`config.mk`:
```
export PLATFORM = sky130hd
export DESIGN_NAME = torch_mode_and_beacon_controller
export DESIGN_NICKNAME = d
export VERILOG_FILES = /design/src/rtl/tmbc_pkg.sv /design/src/rtl/tmbc_next.sv /design/src/rtl/torch_mode_and_beacon_controller.sv
export SDC_FILE = /design/constraint.sdc
export NUM_CORES = 1
export LEC_CHECK = 0
export BUFFER_PORTS_ARGS = -buffer_cell sky130_fd_sc_hd__buf_4
export CAP_MARGIN = 20
export CORE_UTILIZATION = 55
export DETAILED_ROUTE_END_ITERATION = 7
export PLACE_DENSITY = 0.74
export SLEW_MARGIN = 20
export SYNTH_ARGS = -nofsm -noshare
export SYNTH_HDL_FRONTEND = slang
export SYNTH_HIERARCHICAL = 1
export SYNTH_SLANG_ARGS = --single-unit
export TNS_END_PERCENT = 30
```
`constraint.sdc`:
```
create_clock -name clk_i -period 5.6 [get_ports clk_i]
set_clock_uncertainty 0.2 [all_clocks]
set_input_delay 1.12 -clock clk_i [delete_from_list [all_inputs] [get_ports clk_i]]
set_output_delay 1.12 -clock clk_i [all_outputs]
set_load 0.01 [all_outputs]
```
`src/rtl/tmbc_pkg.sv`:
```
package tmbc_pkg;

  localparam int unsigned LevelW  = 4;
  localparam int unsigned TimerW  = 14;
  localparam int unsigned CountW  = 3;
  localparam int unsigned CfgIdxW = 2;
  localparam int unsigned CfgW    = 4;
  localparam int unsigned InDataW = 8;
  localparam int unsigned InUserW = 2;
  localparam int unsigned OutW    = 16;
  localparam int unsigned NumSlot = 3;

  localparam logic [LevelW-1:0] LEVEL_MIN = 4'd1;
  localparam logic [LevelW-1:0] LEVEL_MAX = 4'd7;

  // beacon timing in 1 ms ticks
  localparam logic [TimerW-1:0] BCN_START_MS = 14'd500;
  localparam logic [TimerW-1:0] BCN_ON_MS    = 14'd100;
  localparam logic [TimerW-1:0] BCN_DARK1_MS = 14'd4000;
  localparam logic [TimerW-1:0] BCN_DARK2_MS = 14'd10000;
  localparam logic [TimerW-1:0] BCN_DARK3_MS = 14'd1000;

  localparam logic [CountW-1:0] CNT_ONE   = 3'd1;
  localparam logic [CountW-1:0] CNT_TWO   = 3'd2;
  localparam logic [CountW-1:0] CNT_THREE = 3'd3;
  localparam logic [CountW-1:0] CNT_FOUR  = 3'd4;

  typedef enum logic [1:0] {
    CFG_LVL_ONE   = 2'd0,
    CFG_LVL_TWO   = 2'd1,
    CFG_LVL_THREE = 2'd2,
    CFG_LOCK      = 2'd3
  } cfg_idx_e;

  typedef enum logic [1:0] {
    OP_TICK  = 2'd0,
    OP_CLICK = 2'd1,
    OP_LONG  = 2'd2,
    OP_WAIT  = 2'd3
  } op_e;

  typedef enum logic [1:0] {
    CMD_NONE = 2'd0,
    CMD_OFF  = 2'd1,
    CMD_RAMP = 2'd2,
    CMD_ON   = 2'd3
  } cmd_e;

  typedef enum logic [1:0] {
    MODE_OFF   = 2'd0,
    MODE_ONE   = 2'd1,
    MODE_TWO   = 2'd2,
    MODE_THREE = 2'd3
  } mode_e;

  // code 3 is never produced and reads as beacon off
  typedef enum logic [1:0] {
    BCN_OFF  = 2'd0,
    BCN_LIT  = 2'd1,
    BCN_DARK = 2'd2,
    BCN_DEAD = 2'd3
  } bcn_e;

  typedef struct packed {
    logic [NumSlot-1:0][LevelW-1:0] levels;
    logic                           lock;
  } cfg_t;

  typedef struct packed {
    mode_e                          mode;
    logic [LevelW-1:0]              level;
    logic [NumSlot-1:0][LevelW-1:0] rem;
    logic                           lock;
    logic                           loaded;
    bcn_e                           phase;
    logic [TimerW-1:0]              timer;
  } state_t;

  typedef struct packed {
    logic       toggled;
    logic       calib;
    logic       batt;
    logic       pwoff;
    mode_e      slot;
    logic       beacon;
    logic       locked;
    mode_e      mode;
    logic [LevelW-1:0] level;
    cmd_e       cmd;
  } result_t;

endpackage

```
`src/rtl/tmbc_next.sv`:
```
module tmbc_next (
  input  tmbc_pkg::state_t                 st_i,
  input  tmbc_pkg::cfg_t                   cfg_i,
  input  tmbc_pkg::op_e                    op_i,
  input  logic [tmbc_pkg::CountW-1:0]      cnt_i,
  output tmbc_pkg::state_t                 st_o,
  output tmbc_pkg::result_t                res_o
);

  tmbc_pkg::state_t  n;
  tmbc_pkg::result_t r;
  logic              off_pend;
  logic              four_click;
  logic              evt;
  logic [1:0]        slot_idx;

  always_comb begin
    n          = st_i;
    r          = '0;
    r.cmd      = tmbc_pkg::CMD_NONE;
    r.slot     = tmbc_pkg::MODE_OFF;
    off_pend   = 1'b0;
    slot_idx   = 2'(st_i.mode) - 2'd1;
    four_click = (op_i == tmbc_pkg::OP_CLICK) && (cnt_i == tmbc_pkg::CNT_FOUR);
    evt = ((op_i == tmbc_pkg::OP_CLICK) && (cnt_i >= tmbc_pkg::CNT_ONE) &&
           (cnt_i <= tmbc_pkg::CNT_THREE)) ||
          ((op_i == tmbc_pkg::OP_LONG) &&
           ((cnt_i == tmbc_pkg::CNT_ONE) || (cnt_i == tmbc_pkg::CNT_TWO)));

    // first item after reset picks up the stored levels and lock
    if (!st_i.loaded) begin
      n.rem  = cfg_i.levels;
      n.lock = cfg_i.lock;
    end
    n.loaded = 1'b1;

    if (op_i == tmbc_pkg::OP_TICK) begin
      if (n.timer != '0) n.timer = n.timer - 14'd1;
    end else if (op_i == tmbc_pkg::OP_WAIT) begin
      if (n.phase != tmbc_pkg::BCN_OFF) begin
        n.phase = tmbc_pkg::BCN_OFF;
        r.cmd   = tmbc_pkg::CMD_RAMP;
      end
    end else if (four_click) begin
      if (n.mode == tmbc_pkg::MODE_OFF) begin
        n.lock    = ~n.lock;
        r.toggled = 1'b1;
        off_pend  = 1'b1;
      end else begin
        n.rem[slot_idx] = n.level;
        r.slot          = n.mode;
        r.cmd           = tmbc_pkg::CMD_ON;
      end
    end else if (evt) begin
      if (n.lock) begin
        off_pend = 1'b1;
      end else if (op_i == tmbc_pkg::OP_CLICK && cnt_i == tmbc_pkg::CNT_ONE) begin
        if (n.mode == tmbc_pkg::MODE_OFF) begin
          n.mode  = tmbc_pkg::MODE_ONE;
          n.level = n.rem[0];
          r.cmd   = tmbc_pkg::CMD_RAMP;
        end else begin
          if (n.mode == tmbc_pkg::MODE_ONE) n.rem[0] = n.level;
          off_pend = 1'b1;
        end
      end else if (op_i == tmbc_pkg::OP_CLICK && cnt_i == tmbc_pkg::CNT_TWO) begin
        if (n.mode == tmbc_pkg::MODE_OFF) begin
          n.mode  = tmbc_pkg::MODE_THREE;
          n.level = n.rem[2];
          r.cmd   = tmbc_pkg::CMD_RAMP;
        end else if (n.level > tmbc_pkg::LEVEL_MIN) begin
          n.level = n.level - 4'd1;
          r.cmd   = tmbc_pkg::CMD_RAMP;
        end
      end else if (op_i == tmbc_pkg::OP_CLICK) begin
        if (n.mode == tmbc_pkg::MODE_OFF) begin
          r.batt   = 1'b1;
          off_pend = 1'b1;
        end else begin
          r.cmd   = tmbc_pkg::CMD_OFF;
          n.phase = tmbc_pkg::BCN_DARK;
          n.timer = tmbc_pkg::BCN_START_MS;
        end
      end else if (cnt_i == tmbc_pkg::CNT_ONE) begin
        if (n.mode == tmbc_pkg::MODE_OFF) begin
          n.mode  = tmbc_pkg::MODE_TWO;
          n.level = n.rem[1];
          r.cmd   = tmbc_pkg::CMD_RAMP;
        end else if (n.level < tmbc_pkg::LEVEL_MAX) begin
          n.level = n.level + 4'd1;
          r.cmd   = tmbc_pkg::CMD_RAMP;
        end
      end else begin
        if (n.mode == tmbc_pkg::MODE_OFF) begin
          r.calib  = 1'b1;
          off_pend = 1'b1;
        end else if (n.level > tmbc_pkg::LEVEL_MIN) begin
          n.level = n.level - 4'd1;
          r.cmd   = tmbc_pkg::CMD_RAMP;
        end
      end
    end

    // beacon step: once the timer has run out and no switch-off is pending, advances the beacon
    if (!off_pend && n.timer == '0 &&
        (n.phase == tmbc_pkg::BCN_LIT || n.phase == tmbc_pkg::BCN_DARK)) begin
      if (n.mode == tmbc_pkg::MODE_OFF) begin
        n.phase = tmbc_pkg::BCN_OFF;
      end else if (n.phase == tmbc_pkg::BCN_LIT) begin
        r.cmd   = tmbc_pkg::CMD_OFF;
        n.phase = tmbc_pkg::BCN_DARK;
        case (n.mode)
          tmbc_pkg::MODE_ONE: n.timer = tmbc_pkg::BCN_DARK1_MS;
          tmbc_pkg::MODE_TWO: n.timer = tmbc_pkg::BCN_DARK2_MS;
          default:            n.timer = tmbc_pkg::BCN_DARK3_MS;
        endcase
      end else begin
        r.cmd   = tmbc_pkg::CMD_ON;
        n.phase = tmbc_pkg::BCN_LIT;
        n.timer = tmbc_pkg::BCN_ON_MS;
      end
    end
    if (n.phase == tmbc_pkg::BCN_DEAD) n.phase = tmbc_pkg::BCN_OFF;

    // switch-off wins over everything, level is kept
    if (off_pend) begin
      r.cmd   = tmbc_pkg::CMD_OFF;
      n.mode  = tmbc_pkg::MODE_OFF;
      n.phase = tmbc_pkg::BCN_OFF;
      n.timer = '0;
      r.pwoff = 1'b1;
    end

    r.level  = n.level;
    r.mode   = n.mode;
    r.locked = n.lock;
    r.beacon = (n.phase != tmbc_pkg::BCN_OFF);
  end

  assign st_o  = n;
  assign res_o = r;

endmodule

```
`src/rtl/torch_mode_and_beacon_controller.sv`:
```
// Channel   Dir  Handshake                    Payload
// s_axis    in   s_axis_tvalid/s_axis_tready  tdata[2:0] press_count, tuser[1:0] operation
// m_axis    out  m_axis_tvalid/m_axis_tready  tdata[15:0] result fields
// cfg       in   cfg_we_i (no stall)          cfg_index_i, cfg_data_i
//
// One item per cycle while s_axis_tready is high; each result is registered in the output stage.
// The state update is a single combinational pass between the input handshake
// and the result register; a two-entry output stage (result + skid) keeps
// s_axis_tready high while one result waits, and drops it only when both are full.
// Reset clears mode, level, lock, beacon and the load flag; the stored levels
// and lock are taken from the config registers on the first item.
module torch_mode_and_beacon_controller (
  input  logic                            clk_i,
  input  logic                            rst_ni,
  input  logic                            cfg_we_i,
  input  logic [tmbc_pkg::CfgIdxW-1:0]    cfg_index_i,
  input  logic [tmbc_pkg::CfgW-1:0]       cfg_data_i,
  input  logic                            s_axis_tvalid,
  output logic                            s_axis_tready,
  input  logic [tmbc_pkg::InDataW-1:0]    s_axis_tdata,  // [2:0] press_count, rest zero
  input  logic [tmbc_pkg::InUserW-1:0]    s_axis_tuser,  // [1:0] operation
  output logic                            m_axis_tvalid,
  input  logic                            m_axis_tready,
  // [1:0] led_command, [5:2] led_level, [7:6] mode_now, [8] locked_now,
  // [9] beacon_active, [11:10] save_slot, [12] power_off_request,
  // [13] battery_report_request, [14] calibration_request, [15] lock_toggled
  output logic [tmbc_pkg::OutW-1:0]       m_axis_tdata
);

  tmbc_pkg::cfg_t    cfg_q;
  tmbc_pkg::state_t  st_q, st_d;
  tmbc_pkg::result_t res;
  logic [tmbc_pkg::OutW-1:0] res_bits;
  logic [tmbc_pkg::OutW-1:0] out_q, skid_q;
  logic              out_vld_q, skid_vld_q;
  logic              acc, take;

  // config registers, reset to the factory defaults
  always_ff @(posedge clk_i or negedge rst_ni) begin
    if (!rst_ni) begin
      cfg_q.levels[0] <= 4'd3;
      cfg_q.levels[1] <= 4'd5;
      cfg_q.levels[2] <= 4'd1;
      cfg_q.lock      <= 1'b0;
    end else if (cfg_we_i) begin
      unique case (tmbc_pkg::cfg_idx_e'(cfg_index_i))
        tmbc_pkg::CFG_LVL_ONE:   cfg_q.levels[0] <= cfg_data_i;
        tmbc_pkg::CFG_LVL_TWO:   cfg_q.levels[1] <= cfg_data_i;
        tmbc_pkg::CFG_LVL_THREE: cfg_q.levels[2] <= cfg_data_i;
        tmbc_pkg::CFG_LOCK:      cfg_q.lock      <= cfg_data_i[0];
        default: ;
      endcase
    end
  end

  tmbc_next u_next (
    .st_i  (st_q),
    .cfg_i (cfg_q),
    .op_i  (tmbc_pkg::op_e'(s_axis_tuser)),
    .cnt_i (s_axis_tdata[tmbc_pkg::CountW-1:0]),
    .st_o  (st_d),
    .res_o (res)
  );

  assign res_bits      = res;
  assign s_axis_tready = !skid_vld_q;
  assign acc           = s_axis_tvalid && s_axis_tready;
  assign take          = m_axis_tvalid && m_axis_tready;
  assign m_axis_tvalid = out_vld_q;
  assign m_axis_tdata  = out_q;

  always_ff @(posedge clk_i or negedge rst_ni) begin
    if (!rst_ni) begin
      st_q.mode   <= tmbc_pkg::MODE_OFF;
      st_q.level  <= '0;
      st_q.rem    <= '0;
      st_q.lock   <= 1'b0;
      st_q.loaded <= 1'b0;
      st_q.phase  <= tmbc_pkg::BCN_OFF;
      st_q.timer  <= '0;
    end else if (acc) begin
      st_q.mode   <= st_d.mode;
      st_q.level  <= st_d.level;
      st_q.rem    <= st_d.rem;
      st_q.lock   <= st_d.lock;
      st_q.loaded <= st_d.loaded;
      st_q.phase  <= st_d.phase;
      st_q.timer  <= st_d.timer;
    end
  end

  always_ff @(posedge clk_i or negedge rst_ni) begin
    if (!rst_ni) begin
      out_vld_q  <= 1'b0;
      skid_vld_q <= 1'b0;
    end else begin
      if (take) begin
        if (skid_vld_q) begin
          skid_vld_q <= 1'b0;
        end else begin
          out_vld_q <= acc;
        end
      end else if (acc) begin
        if (!out_vld_q) out_vld_q <= 1'b1;
        else            skid_vld_q <= 1'b1;
      end
    end
  end

  always_ff @(posedge clk_i) begin
    if (take) begin
      if (skid_vld_q) out_q <= skid_q;
      else if (acc)   out_q <= res_bits;
    end else if (acc) begin
      if (!out_vld_q) out_q  <= res_bits;
      else            skid_q <= res_bits;
    end
  end

endmodule

```
==> summary by stage, run 1 <==
Floorplanning
The initial standard-cell utilization of the core is 0.5726. The die extent in y is 100.3 µm. The floorplan die width is 100.3 µm. The floorplan step defined a die boundary enclosing 10,060 µm². The floorplan step defined a core boundary enclosing 9284 µm². 39 I/O pins were placed. In this run the core area contains 35 standard-cell rows.

Clocking
Once the clock tree was built, the setup fixing pass inserted 0 buffers. The hold buffer count at cts is 0. TritonCTS built the clock tree.

The longest clock path from root to sink contains 2 buffers. The clock latency on the worst-skew pair is 0.37 ns. The tree built by TritonCTS fans out to 83 sinks. The maximum level of the CTS H-tree is 3. Clock-pin slew was measured on the worst setup and hold paths at 0.10 ns. The number of cells upsized or downsized after cts is 0. The tree is rooted in a clkbuf_8. Buffers inserted during clock tree synthesis total 9.

Setup path
The maximum fanout count along the critical path is 14. STA classifies the critical path startpoint as a flop. The data required time of the critical path is 5.53 ns. The type of element capturing the critical path is a flop. The critical path in this run is classified as flop to flop. Data on the critical path arrives at its endpoint at 4.43 ns.

Global route
The most crowded layer after global routing is met2. The routing usage on met2 is 0.3973. The number of global-route vias before repair is 3,941. For met1 alone, demand over resource in global routing was 0.3597. The initial antenna violation count is 0.

Global routing finished with a remaining overflow of 0. The first global-routing pass estimated 19.73 mm of wire. The overall track demand over capacity in global routing is 0.2527. In the global route stage, met3 resource usage came out at 0.04318. The maximum number of pins on one net before global-route repair is 52.

Finish
The fraction of final layout cells with drive strength greater than 1 is 0.2953. The count of nets after finishing is 559. Summing all flip-flop and latch instances after layout gives 2243 µm². The filler cells instantiated in the layout total 785.

The finished layout holds 664 standard cells, fillers aside. The synthesis-to-layout area growth is 8.684%. The repair_antennas step left the layout with diodes totalling 0. The area of the multi-input gates is 2783 µm².

STA
The number of max-slew violations in the final report is 0. For the pin with the worst max-slew slack, the measured transition is 0.7127 ns. The worst slack on hold paths is 0.3137 ns.

The total of endpoints with negative setup slack in the final report is 0. The top achievable clock speed is 222.3 MHz. The final hold violation count is 0. Setup repair after global routing left no endpoint under its margin. The setup TNS after final layout is 0 ns. The worst pin sits at a relative slew slack of 0.5126. The time the final worst path needs with I/O delays and setup is 4.497 ns. Of the available clock period, the critical path in the final layout requires 0.8031.

Placed design
Once placement completed, the tool counted placed cells totaling 648. Port buffering added 33 buffers. Routability-driven placement finished with a final weighted congestion of 0.9241. The HPWL after detailed placement is 8.317 mm.

Route
In the final routed layout, each cell accounts on average for 17.75 µm. After detailed routing, the number of vias per cell comes to 6.215. Detailed routing inserted a total of 4,127 vias. The remaining antenna violation count is 0. The pre-antenna-repair detailed-routing pass consisted of 6 iterations. The violation count after the first detailed-routing iteration is 259. The overall routed net length is 11.79 mm. The remaining design rule violation count is 0.

Logic synthesis
Of the synthesized area, sequential elements account for 0.4220. The net count of the mapped netlist is 544. After synthesis, the mean cell area works out to 10.32 µm². The most used flip-flop cell after synthesis is dfrtp_1. The count of mapped cells out of synthesis is 515. The count of yosys warnings during synthesis is 6.

The share of flip-flops with an asynchronous set or reset after synthesis is 0.6145. The distinct cell type count of the synthesized netlist is 72. The number of flops mapped to enable cells by yosys is 32.

The register bit count reported by yosys is 83. The post-synthesis instance area is 5316 µm².

Pwr
The standby leakage power is 2.348 nW. The power density over the cells is 485.2 nW/µm². The worst-case IR drop observed on VDD is 163.2 µV.

Run
The max-cap check violation count is 0.

Status
The flow ran to the end, and the final reports show no timing, DRC or antenna violations.

Worst hold path
The min-delay analysis places its worst path in the category flop to flop.
cells by family (layout without fill, tap and decap cells):
| group | count (synthesis) | after routing | synth area share |
|---|---|---|---|
| XOR/XNOR | 8 | 8 | 0.01318 |
| AND/OR/NAND/NOR | 163 | 163 | 0.1709 |
| AO/OA/AOI/OAI | 103 | 103 | 0.1266 |
| buffers and inverters | 58 | 78 | 0.05648 |
| other | 1 | 1 | 0.0007054 |
| adder cells (fa/ha/maj) | 8 | 8 | 0.01883 |
| multiplexers | 91 | 91 | 0.1913 |
| flip-flops | 83 | 83 | 0.4220 |
synthesized netlist by cell type, drive strengths merged (3+ instances only):
cell,number,area (µm²)
or3,4,25.02
nor4,7,58.81
o21ai,23,115.1
nor3b,5,42.54
mux2i,15,150.1
or4,11,86.33
or2,6,37.54
ha,8,100.1
buf,20,157.6
nor3,17,85.08
nand2,30,112.6
nand2b,10,62.56
nand3,11,60.06
mux2,76,867.1
edfxtp,32,960.9
dfstp,5,131.4
and2,3,18.77
nor2,35,131.4
clkbuf,21,78.83
o22ai,8,50.05
xor2,3,26.28
dfrtp,46,1151
a31oi,3,18.77
a21oi,30,150.1
nand3b,5,37.54
nor2b,5,31.28
inv,17,63.81
o221ai,5,43.79
xnor2,5,43.79
a211oi,5,37.54
path summary, 6_finish.rpt:
path	startpoint	end	slack, ns	depth (start not counted)
max in group asynchronous	rst_ni	st_q[30]	4.18	1
worst max register to register	st_q[16]	m_axis_tdata[1]	1.10	11
worst min-delay path	st_q[25]	st_q[25]	0.31	1
worst max-delay path	st_q[16]	m_axis_tdata[1]	1.10	11
min in group asynchronous	rst_ni	st_q[9]	0.56	1
worst min register to register	st_q[25]	st_q[25]	0.31	1
critical path, cell delays in order, from the launching register on:
cell and delay [ns]:
dfrtp_1 0.77, mux2i_1 0.45, o2111ai_1 0.40, or2_2 0.42
and3_1 0.24, ha_1 0.30, nor2_1 0.11, and4_1 0.21
nand4_1 0.13, or4_1 0.57, a21boi_0 0.18, mux2_2 0.29
cell usage in the layout (no fill, tap or decap), types with 3 or more instances in the layout:
cell type / synthesis / layout
mux2_2: 73 / 73
dfrtp_1: 46 / 46
buf_4: 9 / 45
nor2_1: 35 / 34
edfxtp_1: 32 / 32
a21oi_1: 30 / 30
nand2_1: 30 / 30
o21ai_0: 19 / 19
inv_1: 17 / 17
nor3_1: 17 / 17
mux2i_1: 15 / 15
nand2b_1: 10 / 10
nand3_1: 10 / 10
or4_1: 10 / 10
clkbuf_8: 0 / 9
o22ai_1: 8 / 8
ha_1: 8 / 8
nor4_1: 6 / 6
nand3b_1: 5 / 5
dfstp_2: 5 / 5
or2_2: 5 / 5
a211oi_1: 5 / 5
xnor2_1: 5 / 5
o221ai_1: 5 / 5
nor2b_1: 5 / 4
nor3b_1: 4 / 4
or3_1: 4 / 4
o21ai_1: 4 / 4
and2_1: 3 / 3
mux2_4: 3 / 3
inv_8: 0 / 3
xor2_1: 3 / 3
a31oi_1: 3 / 3
metal layers:
layer,vias up,wire length [µm]
li1,1957,-
met1,2016,5629
met2,139,5370
met3,15,633
met4,0,152
met5,-,0
registers in the layout (all words and copies together), names as in the netlist:
signal,cells
m_axis_tdata,16
st_q,36
skid_q,16
cfg_q,13
m_axis_tvalid,1
skid_vld_q,1
per-stage QoR:
stage	power, mW	cell area [µm²]	worst slack (ns)	utilization
global route	3.002	5778	0.7337	0.6224
CTS	2.795	5778	1.118	0.6224
global placement	2.323	5587	0.8996	0.6018
detailed placement	2.364	5589	0.8019	0.6020
floorplan	2.073	5316	0.7909	-
finish	2.804	5778	1.103	0.6224
cell type report:
cell class	instances	share of cell area
Clock buffer	9	0.02144
Clock inverter	7	0.01126
Inverter	17	0.01104
Multi-Input combinational cell	374	0.4816
Sequential cell	83	0.3883
Tap cell	129	0.02793
Timing Repair Buffer	45	0.05847
power by group:
part	switching (mW)	internal [mW]	total (mW)
clock network	0.254	0.174	0.428
registers	0.203	0.862	1.07
logic	0.682	0.627	1.31
No activity file was read; power rests on OpenSTA's default activity.
==> run 2, diff against run 1 <==
- clock period: 5.6 -> 4.7 ns (I/O delays scaled with it)
==> run 2 against run 1 <==
Against the previous run:
- critical path depth is 1 lower
- non-clock buffer count is 1 higher
- global-route usage decreased by 0.98 points
==> summary by stage, run 2 (synthesis gave the netlist of run 1 again) <==
Status
The run finished with clean final reports.

Setup path
The type of element capturing the critical path is a flop. The critical path start-end classification is flop to flop. Grouping stages by cell kind, the critical path spends the most delay in simple AND/OR/NAND/NOR gates.

Together, buffers and inverters on the worst path number 1. On the critical path, the stage with the largest delay is an instance of or4b_2. The stage delay of the slowest cell on the critical path is 0.67 ns. At the worst endpoint, the arrival time is 4.12 ns. The critical path launch point type is a flop. The critical path goes through inv_1, ha_1, or4b_2, nor4_4, nand2b_1, a221o_1, nand4_1, or4_1, a21boi_0, mux2_2. Of all nets on the critical path, the largest fanout is 10.

At the worst endpoint, the required time is 4.61 ns.

STA
The number of max-slew violations in the final report is 0. In this run the tightest slew margin relative to its limit is 0.4956. After layout, the worst setup slack is 0.4891 ns. Derived from the worst setup path, the maximum achievable clock frequency is 237.5 MHz.

The setup TNS after final layout is 0 ns. The total of endpoints with negative setup slack in the final report is 0. The time the final worst path needs with I/O delays and setup is 4.211 ns. Of the available clock period, the critical path in the final layout requires 0.8959. The final hold violation count was 0. Setup repair after global routing left no endpoint under its margin. The transition at the pin with the smallest max-transition slack is 0.7538 ns.

Route
The first detailed-routing pass ran for 5 iterations. The detailed router finished its first iteration with 260 violations. The average detailed-routed wire length per instance is 17.64 µm. The overall routed net length is 11.73 mm. The remaining antenna violation count is 0. The total number of vias is 4,145. In the routed design, unresolved DRC markers number 0.

Using the TritonRoute via totals, the vias-per-cell ratio works out to 6.233.

Pwr
The share of total power in combinational logic is 0.473. The relative contribution of sequential cells to total power is 0.370. For this design the total switching power over the nets is 1.331 mW. The switching power share of the total is 0.3959. Cell internal power was estimated by the tool at 2.030 mW. The standby leakage power is 2.358 nW. The design draws 3.361 mW. The share of total power dissipated in the clock network is 0.156. The peak ir drop on the vdd network is 234.0 µV. The power density over the cells is 579.9 nW/µm².

Finish
The most frequent standard cell in the layout excluding fill and tap cells is mux2_2. In the final layout, the share of cells above drive strength 1 is 0.2948. In the layout the commonest cells are 73 x mux2_2, 46 x dfrtp_1, 46 x buf_4. The register with the most flip-flops in the layout has 36 of them. Counting flops per register, the top entry is st_q. The design area is 5796 µm².

The number of antenna diodes is 0. For this run, the post-layout net count is 560. At the end of the flow the core is filled with cells to 0.6243. The synthesis-to-layout area growth is 9.014%.

Global route
For this run the aggregate overflow at the end of global routing stands at 0. In the global route stage, overall resource usage came out at 0.2430. The initial antenna violation count is 0. Entering global routing, the biggest net connects 52 pins.

The number of global-route vias before repair was 3,764. The first global-routing pass estimated 19.24 mm of wire.

Run
The max-cap check violation count is 0.

Clocking
The number of cells upsized or downsized after cts is 0. The maximum level of the CTS H-tree is 3. The number of clock sinks is 83. The CTS tree is done. The hold buffer count at cts is 0. The clock transition at the register clock pins on the worst setup and hold paths after CTS is 0.09 ns. The post-CTS setup repair buffer count is 0. The tree is rooted in a clkbuf_8. The clock passes through at most 2 buffers. The number of CTS-inserted buffers is 9.

The clock latency on the worst-skew pair is 0.35 ns.

Floorplanning
The overall die area is 10,060 µm². For this configuration, the core starts out at a cell density of 0.5726. The die extent in y is 100.3 µm. The placeable core region is 9284 µm².

In this run the core area contains 35 standard-cell rows. During I/O placement, the number of pins put on the boundary was 39. The floorplan die width is 100.3 µm.

Placed design
The congestion estimate from routability-driven global placement came to 0.8842. Prior to clock tree synthesis, the placed netlist has a worst setup slack of 0.3891 ns. In this run the cell area measured after placement is 5597 µm². Input and output buffers added on the ports amount to 33. After legalization and detailed placement, the total HPWL measured 8.258 mm.

Worst hold path
The worst hold-check path type is flop to flop.
-- run 2: cell type report --
| type | count | area (µm²) |
|---|---|---|
| clock inverters | 6 | 71.32 |
| repair buffers | 46 | 345.3 |
| multi-input cells | 374 | 2783 |
| clock buffers | 10 | 127.6 |
| flip-flops and latches | 83 | 2243 |
| well taps | 129 | 161.4 |
| inverters | 17 | 63.81 |
| fillers | 782 | 3488 |
-- run 2: power by group through the flow --
stage	clock network [mW]	logic, mW	registers (mW)
after floorplan	0	1.27	1.20
after global placement	0	1.53	1.25
after detailed placement	0	1.57	1.26
after CTS	0.541	1.57	1.24
after global routing	0.566	1.74	1.28
final	0.525	1.59	1.24
-- run 2: layer usage --
layer / global-route usage / vias to the layer above / part of all wire
li1: - / 1945 / -
met4: 0.07581 / 0 / 0.014
met2: 0.3720 / 167 / 0.45
met3: 0.03134 / 18 / 0.065
met5: 0 / - / 0
met1: 0.3588 / 2015 / 0.47
-- run 2: per-stage QoR --
stage	cells	hold slack, ns
finish	665	0.3154
global route	665	0.3250
CTS	665	0.3163
detailed placement	649	0.2944
global placement	649	0.2824
floorplan	515	0.2749
-- run 2: path summary, 6_finish.rpt --
check / cells past startpoint / start / slack (ns) / endpoint
max: 10 / st_q[0] / 0.49 / m_axis_tdata[1]
min: 1 / cfg_q[12] / 0.32 / cfg_q[12]
max reg2reg: 10 / st_q[0] / 0.49 / m_axis_tdata[1]
min reg2reg: 1 / cfg_q[12] / 0.32 / cfg_q[12]
max in group asynchronous: 1 / rst_ni / 3.42 / st_q[18]
min in group asynchronous: 1 / rst_ni / 0.41 / st_q[12]
